### src/rtl/core/lbpd_pkg.sv
// Package with the request types, mode codes and command codes of the LCD bus pixel decoder.
package lbpd_pkg;

    typedef enum logic [1:0] {
        MODE_IDLE    = 2'd0,
        MODE_LATCH   = 2'd1,
        MODE_DISPLAY = 2'd2
    } t_mode;

    localparam logic [6:0] CMD_LINE_LATCH = 7'h75;
    localparam logic [6:0] CMD_DISPLAY    = 7'h5C;

    localparam logic KIND_PIXEL      = 1'b0;
    localparam logic KIND_FRAME_DONE = 1'b1;

    typedef struct packed {
        logic       clock_level;
        logic [7:0] bus_byte;
    } t_in_item;

    typedef struct packed {
        logic       result_kind;
        logic [7:0] pixel_x;
        logic [7:0] pixel_y;
        logic [7:0] red;
        logic [7:0] green;
        logic [7:0] blue;
    } t_out_item;

    typedef struct packed {
        logic     advance;
        t_in_item item;
    } t_core_req;

    typedef struct packed {
        logic      valid;
        t_out_item item;
    } t_core_rsp;

endpackage

### src/rtl/core/lcd_bus_pixel_decoder.sv
// Top level of the LCD bus pixel decoder: input register, decode core and result register.
// The block takes one bus sample per cycle with no gaps while o_stall is low. A result is
// registered: the sample waits in the input register, and its decode against the current
// decoder state then lands in the result register once that register is free.
// Only samples that show a rising bus clock give a result: a frame-done request for a command
// that follows data in line-latch or display mode, or a pixel write when a nibble triple
// completes inside the frame.
// Samples that give no result still pass through and update the decoder state. A stall on the
// result side holds the result register and, once the input register is also full, stalls
// the input side.
module lcd_bus_pixel_decoder #(
    parameter int FRAME_WIDTH  = 176,
    parameter int FRAME_HEIGHT = 208
) (
    input  logic                 i_clk,
    input  logic                 i_rst_n,
    input  logic                 i_valid,
    input  lbpd_pkg::t_in_item   i_data,
    output logic                 o_stall,
    output logic                 o_valid,
    output lbpd_pkg::t_out_item  o_data,
    input  logic                 i_stall
);
    import lbpd_pkg::*;

    logic      r_in_valid;
    t_in_item  r_in;
    logic      r_out_valid;
    t_out_item r_out;
    logic      out_free;
    t_core_req core_req;
    t_core_rsp core_rsp;

    assign out_free = !r_out_valid || !i_stall;
    assign o_stall  = r_in_valid && !out_free;
    assign o_valid  = r_out_valid;
    assign o_data   = r_out;

    assign core_req.advance = r_in_valid && out_free;
    assign core_req.item    = r_in;

    lbpd_core #(
        .FRAME_WIDTH  (FRAME_WIDTH),
        .FRAME_HEIGHT (FRAME_HEIGHT)
    ) u_core (
        .i_clk   (i_clk),
        .i_rst_n (i_rst_n),
        .i_req   (core_req),
        .o_rsp   (core_rsp)
    );

    always_ff @(posedge i_clk) begin
        if (!i_rst_n) begin
            r_in_valid  <= 1'b0;
            r_out_valid <= 1'b0;
        end else begin
            if (!o_stall) begin
                r_in_valid <= i_valid;
            end
            if (out_free) begin
                r_out_valid <= core_req.advance && core_rsp.valid;
            end
        end
    end

    always_ff @(posedge i_clk) begin
        if (!o_stall && i_valid) begin
            r_in <= i_data;
        end
        if (core_req.advance && core_rsp.valid) begin
            r_out <= core_rsp.item;
        end
    end

endmodule

### src/rtl/core/lbpd_core.sv
// Decoder state and the single-pass decode of one bus sample into at most one result.
module lbpd_core #(
    parameter int FRAME_WIDTH  = 176,
    parameter int FRAME_HEIGHT = 208
) (
    input  logic                 i_clk,
    input  logic                 i_rst_n,
    input  lbpd_pkg::t_core_req  i_req,
    output lbpd_pkg::t_core_rsp  o_rsp
);
    import lbpd_pkg::*;

    localparam logic [8:0] WIDTH_LIMIT  = 9'(FRAME_WIDTH);
    localparam logic [8:0] HEIGHT_LIMIT = 9'(FRAME_HEIGHT);

    logic       r_prev_clock, n_prev_clock;
    t_mode      r_mode, n_mode;
    logic       r_words_seen, n_words_seen;
    logic [6:0] r_row_offset, n_row_offset;
    logic [7:0] r_held, n_held;
    logic [1:0] r_phase, n_phase;
    logic [7:0] r_column, n_column;
    logic [7:0] r_row_count, n_row_count;
    logic       r_parity, n_parity;
    logic       r_pred_red, n_pred_red;
    logic       r_pred_green, n_pred_green;
    logic       r_pred_blue, n_pred_blue;

    logic       rising;
    logic [7:0] data;
    logic [3:0] nib_hi, nib_lo, nib0, nib1, nib2;
    logic       pixel_done;
    logic [8:0] row_sum;
    logic       visible;

    always_ff @(posedge i_clk) begin
        if (!i_rst_n) begin
            r_prev_clock <= 1'b0;
            r_mode       <= MODE_IDLE;
            r_words_seen <= 1'b0;
            r_row_offset <= '0;
            r_held       <= '0;
            r_phase      <= '0;
            r_column     <= '0;
            r_row_count  <= '0;
            r_parity     <= 1'b0;
            r_pred_red   <= 1'b0;
            r_pred_green <= 1'b0;
            r_pred_blue  <= 1'b0;
        end else begin
            r_prev_clock <= n_prev_clock;
            r_mode       <= n_mode;
            r_words_seen <= n_words_seen;
            r_row_offset <= n_row_offset;
            r_held       <= n_held;
            r_phase      <= n_phase;
            r_column     <= n_column;
            r_row_count  <= n_row_count;
            r_parity     <= n_parity;
            r_pred_red   <= n_pred_red;
            r_pred_green <= n_pred_green;
            r_pred_blue  <= n_pred_blue;
        end
    end

    always_comb begin
        n_prev_clock = r_prev_clock;
        n_mode       = r_mode;
        n_words_seen = r_words_seen;
        n_row_offset = r_row_offset;
        n_held       = r_held;
        n_phase      = r_phase;
        n_column     = r_column;
        n_row_count  = r_row_count;
        n_parity     = r_parity;
        n_pred_red   = r_pred_red;
        n_pred_green = r_pred_green;
        n_pred_blue  = r_pred_blue;

        data       = i_req.item.bus_byte;
        rising     = !r_prev_clock && i_req.item.clock_level;
        nib_hi     = data[7:4];
        nib_lo     = data[3:0];
        nib0       = '0;
        nib1       = '0;
        nib2       = '0;
        pixel_done = 1'b0;
        row_sum    = {2'b00, r_row_offset} + {1'b0, r_row_count};
        visible    = (row_sum < HEIGHT_LIMIT) && ({1'b0, r_column} < WIDTH_LIMIT);

        o_rsp = '0;

        if (i_req.advance) begin
            n_prev_clock = i_req.item.clock_level;
        end

        if (i_req.advance && rising) begin
            if (!data[7]) begin
                if (r_words_seen) begin
                    o_rsp.valid            = 1'b1;
                    o_rsp.item.result_kind = KIND_FRAME_DONE;
                end
                n_words_seen = 1'b0;
                if (data[6:0] == CMD_LINE_LATCH) begin
                    n_mode       = MODE_LATCH;
                    n_held       = '0;
                    n_phase      = '0;
                    n_column     = '0;
                    n_row_count  = '0;
                    n_parity     = 1'b0;
                    n_pred_red   = 1'b0;
                    n_pred_green = 1'b0;
                    n_pred_blue  = 1'b0;
                end else if (data[6:0] == CMD_DISPLAY) begin
                    n_mode = MODE_DISPLAY;
                end else begin
                    n_mode = MODE_IDLE;
                end
            end else begin
                unique case (r_mode)
                    MODE_LATCH: begin
                        if (!r_words_seen) begin
                            n_row_offset = data[6:0];
                        end
                        n_words_seen = 1'b1;
                    end
                    MODE_DISPLAY: begin
                        n_words_seen = 1'b1;
                        priority if (r_phase == 2'd0) begin
                            n_held  = data;
                            n_phase = 2'd2;
                        end else if (r_phase == 2'd1) begin
                            nib0       = r_held[3:0];
                            nib1       = nib_hi;
                            nib2       = nib_lo;
                            pixel_done = 1'b1;
                            n_held     = '0;
                            n_phase    = 2'd0;
                        end else begin
                            nib0       = r_held[7:4];
                            nib1       = r_held[3:0];
                            nib2       = nib_hi;
                            pixel_done = 1'b1;
                            n_held     = {4'h0, nib_lo};
                            n_phase    = 2'd1;
                        end
                    end
                    MODE_IDLE: begin
                    end
                    default: begin
                    end
                endcase
            end
        end

        if (pixel_done) begin
            if (!r_parity) begin
                n_pred_green = nib1[3];
            end else begin
                n_pred_red  = nib0[3];
                n_pred_blue = nib2[3];
            end
            if (visible) begin
                o_rsp.valid            = 1'b1;
                o_rsp.item.result_kind = KIND_PIXEL;
                o_rsp.item.pixel_x     = r_column;
                o_rsp.item.pixel_y     = row_sum[7:0];
                o_rsp.item.red         = {n_pred_red, nib0[2:0], 4'h0};
                o_rsp.item.green       = {n_pred_green, nib1[2:0], 4'h0};
                o_rsp.item.blue        = {n_pred_blue, nib2[2:0], 4'h0};
            end
            n_parity = !r_parity;
            if (({1'b0, r_column} + 9'd1) >= WIDTH_LIMIT) begin
                n_column = '0;
                if (r_row_count != 8'hFF) begin
                    n_row_count = r_row_count + 8'd1;
                end
            end else begin
                n_column = r_column + 8'd1;
            end
        end
    end

endmodule

### config.mk
export PLATFORM = sky130hd
export DESIGN_NAME = lcd_bus_pixel_decoder
export DESIGN_NICKNAME = d
export VERILOG_FILES = /design/src/rtl/core/lbpd_pkg.sv /design/src/rtl/core/lcd_bus_pixel_decoder.sv /design/src/rtl/core/lbpd_core.sv
export SDC_FILE = /design/constraint.sdc
export NUM_CORES = 1
export LEC_CHECK = 0
export BUFFER_PORTS_ARGS = -buffer_cell sky130_fd_sc_hd__buf_4
export CAP_MARGIN = 20
export CORE_ASPECT_RATIO = 2
export CORE_MARGIN = 2
export CORE_UTILIZATION = 52
export CTS_CLUSTER_DIAMETER = 200
export DETAILED_ROUTE_END_ITERATION = 12
export GPL_TIMING_DRIVEN = 0
export PLACE_DENSITY_LB_ADDON = 0.1
export SLEW_MARGIN = 15
export SYNTH_ARGS = -nofsm -noshare
export SYNTH_HDL_FRONTEND = slang
export SYNTH_SLANG_ARGS = --single-unit
### constraint.sdc
create_clock -name i_clk -period 2.9 [get_ports i_clk]
set_clock_uncertainty 0.1 [all_clocks]
set_input_delay 0.29 -clock i_clk [delete_from_list [all_inputs] [get_ports i_clk]]
set_output_delay 0.29 -clock i_clk [all_outputs]
set_load 0.02 [all_outputs]
==> impl_metrics.yaml <==
outcome:
  status: "finished clean"
placed_design:
  dp_cells: 525
  post-place-ws_ns: -0.3995
  gp_congestion: 0.9041
  io_buffers: 42
  hpwl_um: 6777
power:
  power.density_mw_per_mm2: 494.1
  seq_power_share_pct: 48.2
  p_leak_uw: 0.001872
  power.internal_uw: 1998
  swShare_pct: 20.11
  p_sw_uw: 502.8
  pwr-share-comb_pct: 2.9
  vdd_ir_drop_max_v: 0.0004630
  power.share.clock_pct: 48.9
sta:
  min_period_over_period_pct: 96.93
  clock.fmax_mhz: 355.7
  report.final.slew_viol_count: 0
  fin_crit_ns: 2.811
  finalSetupViolCount: 0
  hold_slack_ns: 0.01527
  finalHoldViolCount: 0
  setup_slack_ns: 0.08899
  relSlewSlack_pct: 46.72
  worstMarginPinSlew_ns: 0.7976
  rsz0062_at_grt: "true"
clock_tree:
  hold_buffers: 0
  cts_tree: "done"
  cts_buffers: 9
  cts_num_sinks: 80
  cts_root_buf: "clkbuf_16"
  htree_levels: 3
  clockBufferDepth: 2
  clock_latency_ns: 0.35
  clk_pin_slew_ns: 0.06
synth:
  ys_seq_elements: 80
  async_flop_share_pct: 0
  synth_cell_types: 61
  synth_enable_flop_cells: 38
  yosysWarnings: 0
  yosysTopAreaCell: "edfxtp_1"
  yosysSeqAreaShare_pct: 48.22
  avgSynthCellArea_sq_um: 10.87
  synth.top_cell.area_share_pct: 27.76
  yosys_most_used_dff: "dfxtp_1"
  syn_inst: 378
  mappedNetlistArea_sq_mm: 0.004110
  yosys-top-cells-area: "edfxtp_1 28%, dfxtp_1 20%, nor3_2 5.1%"
drt:
  drc_errors: 0
  vias: 3040
  viasPerCell: 5.517
  ant_nets: 0
  wire_per_inst_um: 16.32
  wirelength_um: 8990
  drt_iter0_drc: 184
  first_pass_iters: 4
critical_path:
  worst_ep_required_time_ns: 2.86
  worst_setup_path_start_kind: "flop"
  cp_max_fo: 11
  critPathArrivalTime_ns: 2.77
  crit_start: "u_core.r_row_count[0]"
  cp-end-kind: "flop"
  criticalPathCategory: "flop to flop"
  reg2reg_from: "u_core.r_row_count[0]"
finish:
  fin_cells: 551
  diodes: 0
  drive_gt1_share_pct: 30.85
  fill_cells: 649
  multiInputGateArea_sq_mm: 0.001974
  final_cell_mix: "63 x buf_4, 40 x dfxtp_1, 38 x edfxtp_1"
  nNetsFinal: 478
  area_delta_synth_final_pct: 23.14
  regArea_sq_mm: 0.001984
  mostFrequentLayoutCell: "buf_4"
floorplan:
  die_y_um: 129.7
  die_width_um: 66.87
  die_area_sq_mm: 0.008674
  rows: 45
  start_util_pct: 53.68
  core_area_sq_mm: 0.007657
  ios: 56
grt:
  grt_pass1_wl_um: 14040
  grt_antenna_before_repair: 0
  grt_max_degree: 16
  first_global_vias: 2871
  grt-ovfl-total: 0
  grt.total_usage_pct: 22.48
hold_path:
  hold_start: "i_data[5]"
  hp-class: "input port to flop"
job:
  cap_violations: 0
[critical path: stages (launching register included)]
cell	delay, ns
dfxtp_1	0.36
ha_2	0.23
fa_2	0.37
a21oi_2	0.15
o21bai_1	0.09
xor2_1	0.16
buf_4	0.15
o32ai_4	0.16
o31ai_2	0.11
buf_6	0.16
buf_12	0.14
o21bai_4	0.17
buf_4	0.17
[worst paths after layout]
| path | end | slack, ns | cells past startpoint |
|---|---|---|---|
| worst max-delay path | o_data[6] | 0.09 | 12 |
| worst min-delay path | core_req[5] | 0.02 | 1 |
| worst max register to register | o_data[6] | 0.09 | 12 |
| worst min register to register | u_core.r_prev_clock | 0.36 | 2 |
[per-stage QoR]
step                      util [%]  instance area [sq um]  power [uW]  TNS, ns
after global placement       59.97                   4592        1300   -9.766
after detailed placement     59.97                   4592        1301   -11.57
final                        66.09                   5061        2500        0
after CTS                    65.51                   5016        2514        0
after floorplan                  -                   4159        1271        0
after global routing         66.09                   5061        2553  -0.1959
[kinds of logic (layout without fill, tap and decap cells)]
| group | Yosys count | count (layout) | synth area share, % |
|---|---|---|---|
| other | 1 | 12 | 0.09124 |
| AND/OR/NAND/NOR | 139 | 139 | 20.82 |
| XOR/XNOR | 8 | 8 | 1.705 |
| AO/OA/AOI/OAI | 78 | 79 | 14.19 |
| multiplexers | 18 | 18 | 4.383 |
| flip-flops | 80 | 80 | 48.22 |
| buffers and inverters | 41 | 108 | 6.453 |
| adder cells (fa/ha/maj) | 13 | 13 | 4.140 |
[flip-flops by register name (all words and copies together), names as in the netlist, 2 cells and up]
register,cells
core_req,9
u_core.r_row_count,8
u_core.r_phase,2
u_core.r_mode,2
u_core.r_row_offset,7
o_data,29
u_core.r_column,8
u_core.r_held,7
[layout make-up]
type | count | area share, %
inverters | 10 | 0.7417
clock buffers | 12 | 4.870
multi-input cells | 269 | 39.01
flip-flops and latches | 80 | 39.21
plain buffers | 31 | 4.499
repair buffers | 51 | 7.812
well taps | 94 | 2.324
clock inverters | 4 | 1.533
[cell usage after synthesis, types with 2 or more instances]
library cell / number
dfxtp_1: 42
edfxtp_1: 38
o21a_1: 2
xor2_1: 3
a22oi_1: 9
and3_1: 7
ha_1: 12
nor3_2: 21
and2_1: 7
o22ai_1: 3
a21oi_1: 23
nand2_1: 21
nor3_1: 5
inv_1: 10
nand2b_1: 7
nand3_1: 9
and4b_1: 3
o31ai_2: 2
nor2b_1: 2
nor2_1: 37
a31oi_1: 8
nand4_1: 4
nor3b_2: 8
xnor2_1: 5
buf_4: 13
a21o_1: 6
clkbuf_1: 9
o21ai_0: 8
mux2i_1: 18
or2_2: 2
buf_6: 4
[timing repair]
action                     in CTS  in global routing
hold endpoints to repair        0                  0
pin swaps                       5                  3
setup endpoints to repair      29                 48
setup buffers                   8                  1
resized for setup               3                  8
gates cloned                    1                  0
[metal layers]
layer	track usage [%]	vias to the layer above	share of wire, %
met1	21.74	1441	35
li1	-	1504	-
met3	3.707	23	3.4
met2	41.18	72	57
met4	16.33	0	5.0
met5	0	-	0
[power by group through the flow]
| stage | logic, uW | clock network, uW | registers [uW] |
|---|---|---|---|
| finish | 72.3 | 1220 | 1200 |
| global route | 79.5 | 1270 | 1210 |
| CTS | 72.2 | 1240 | 1200 |
| detailed placement | 72.1 | 0 | 1230 |
| global placement | 71.6 | 0 | 1230 |
| floorplan | 51.0 | 0 | 1220 |
No activity file was read; power rests on OpenSTA's default activity.
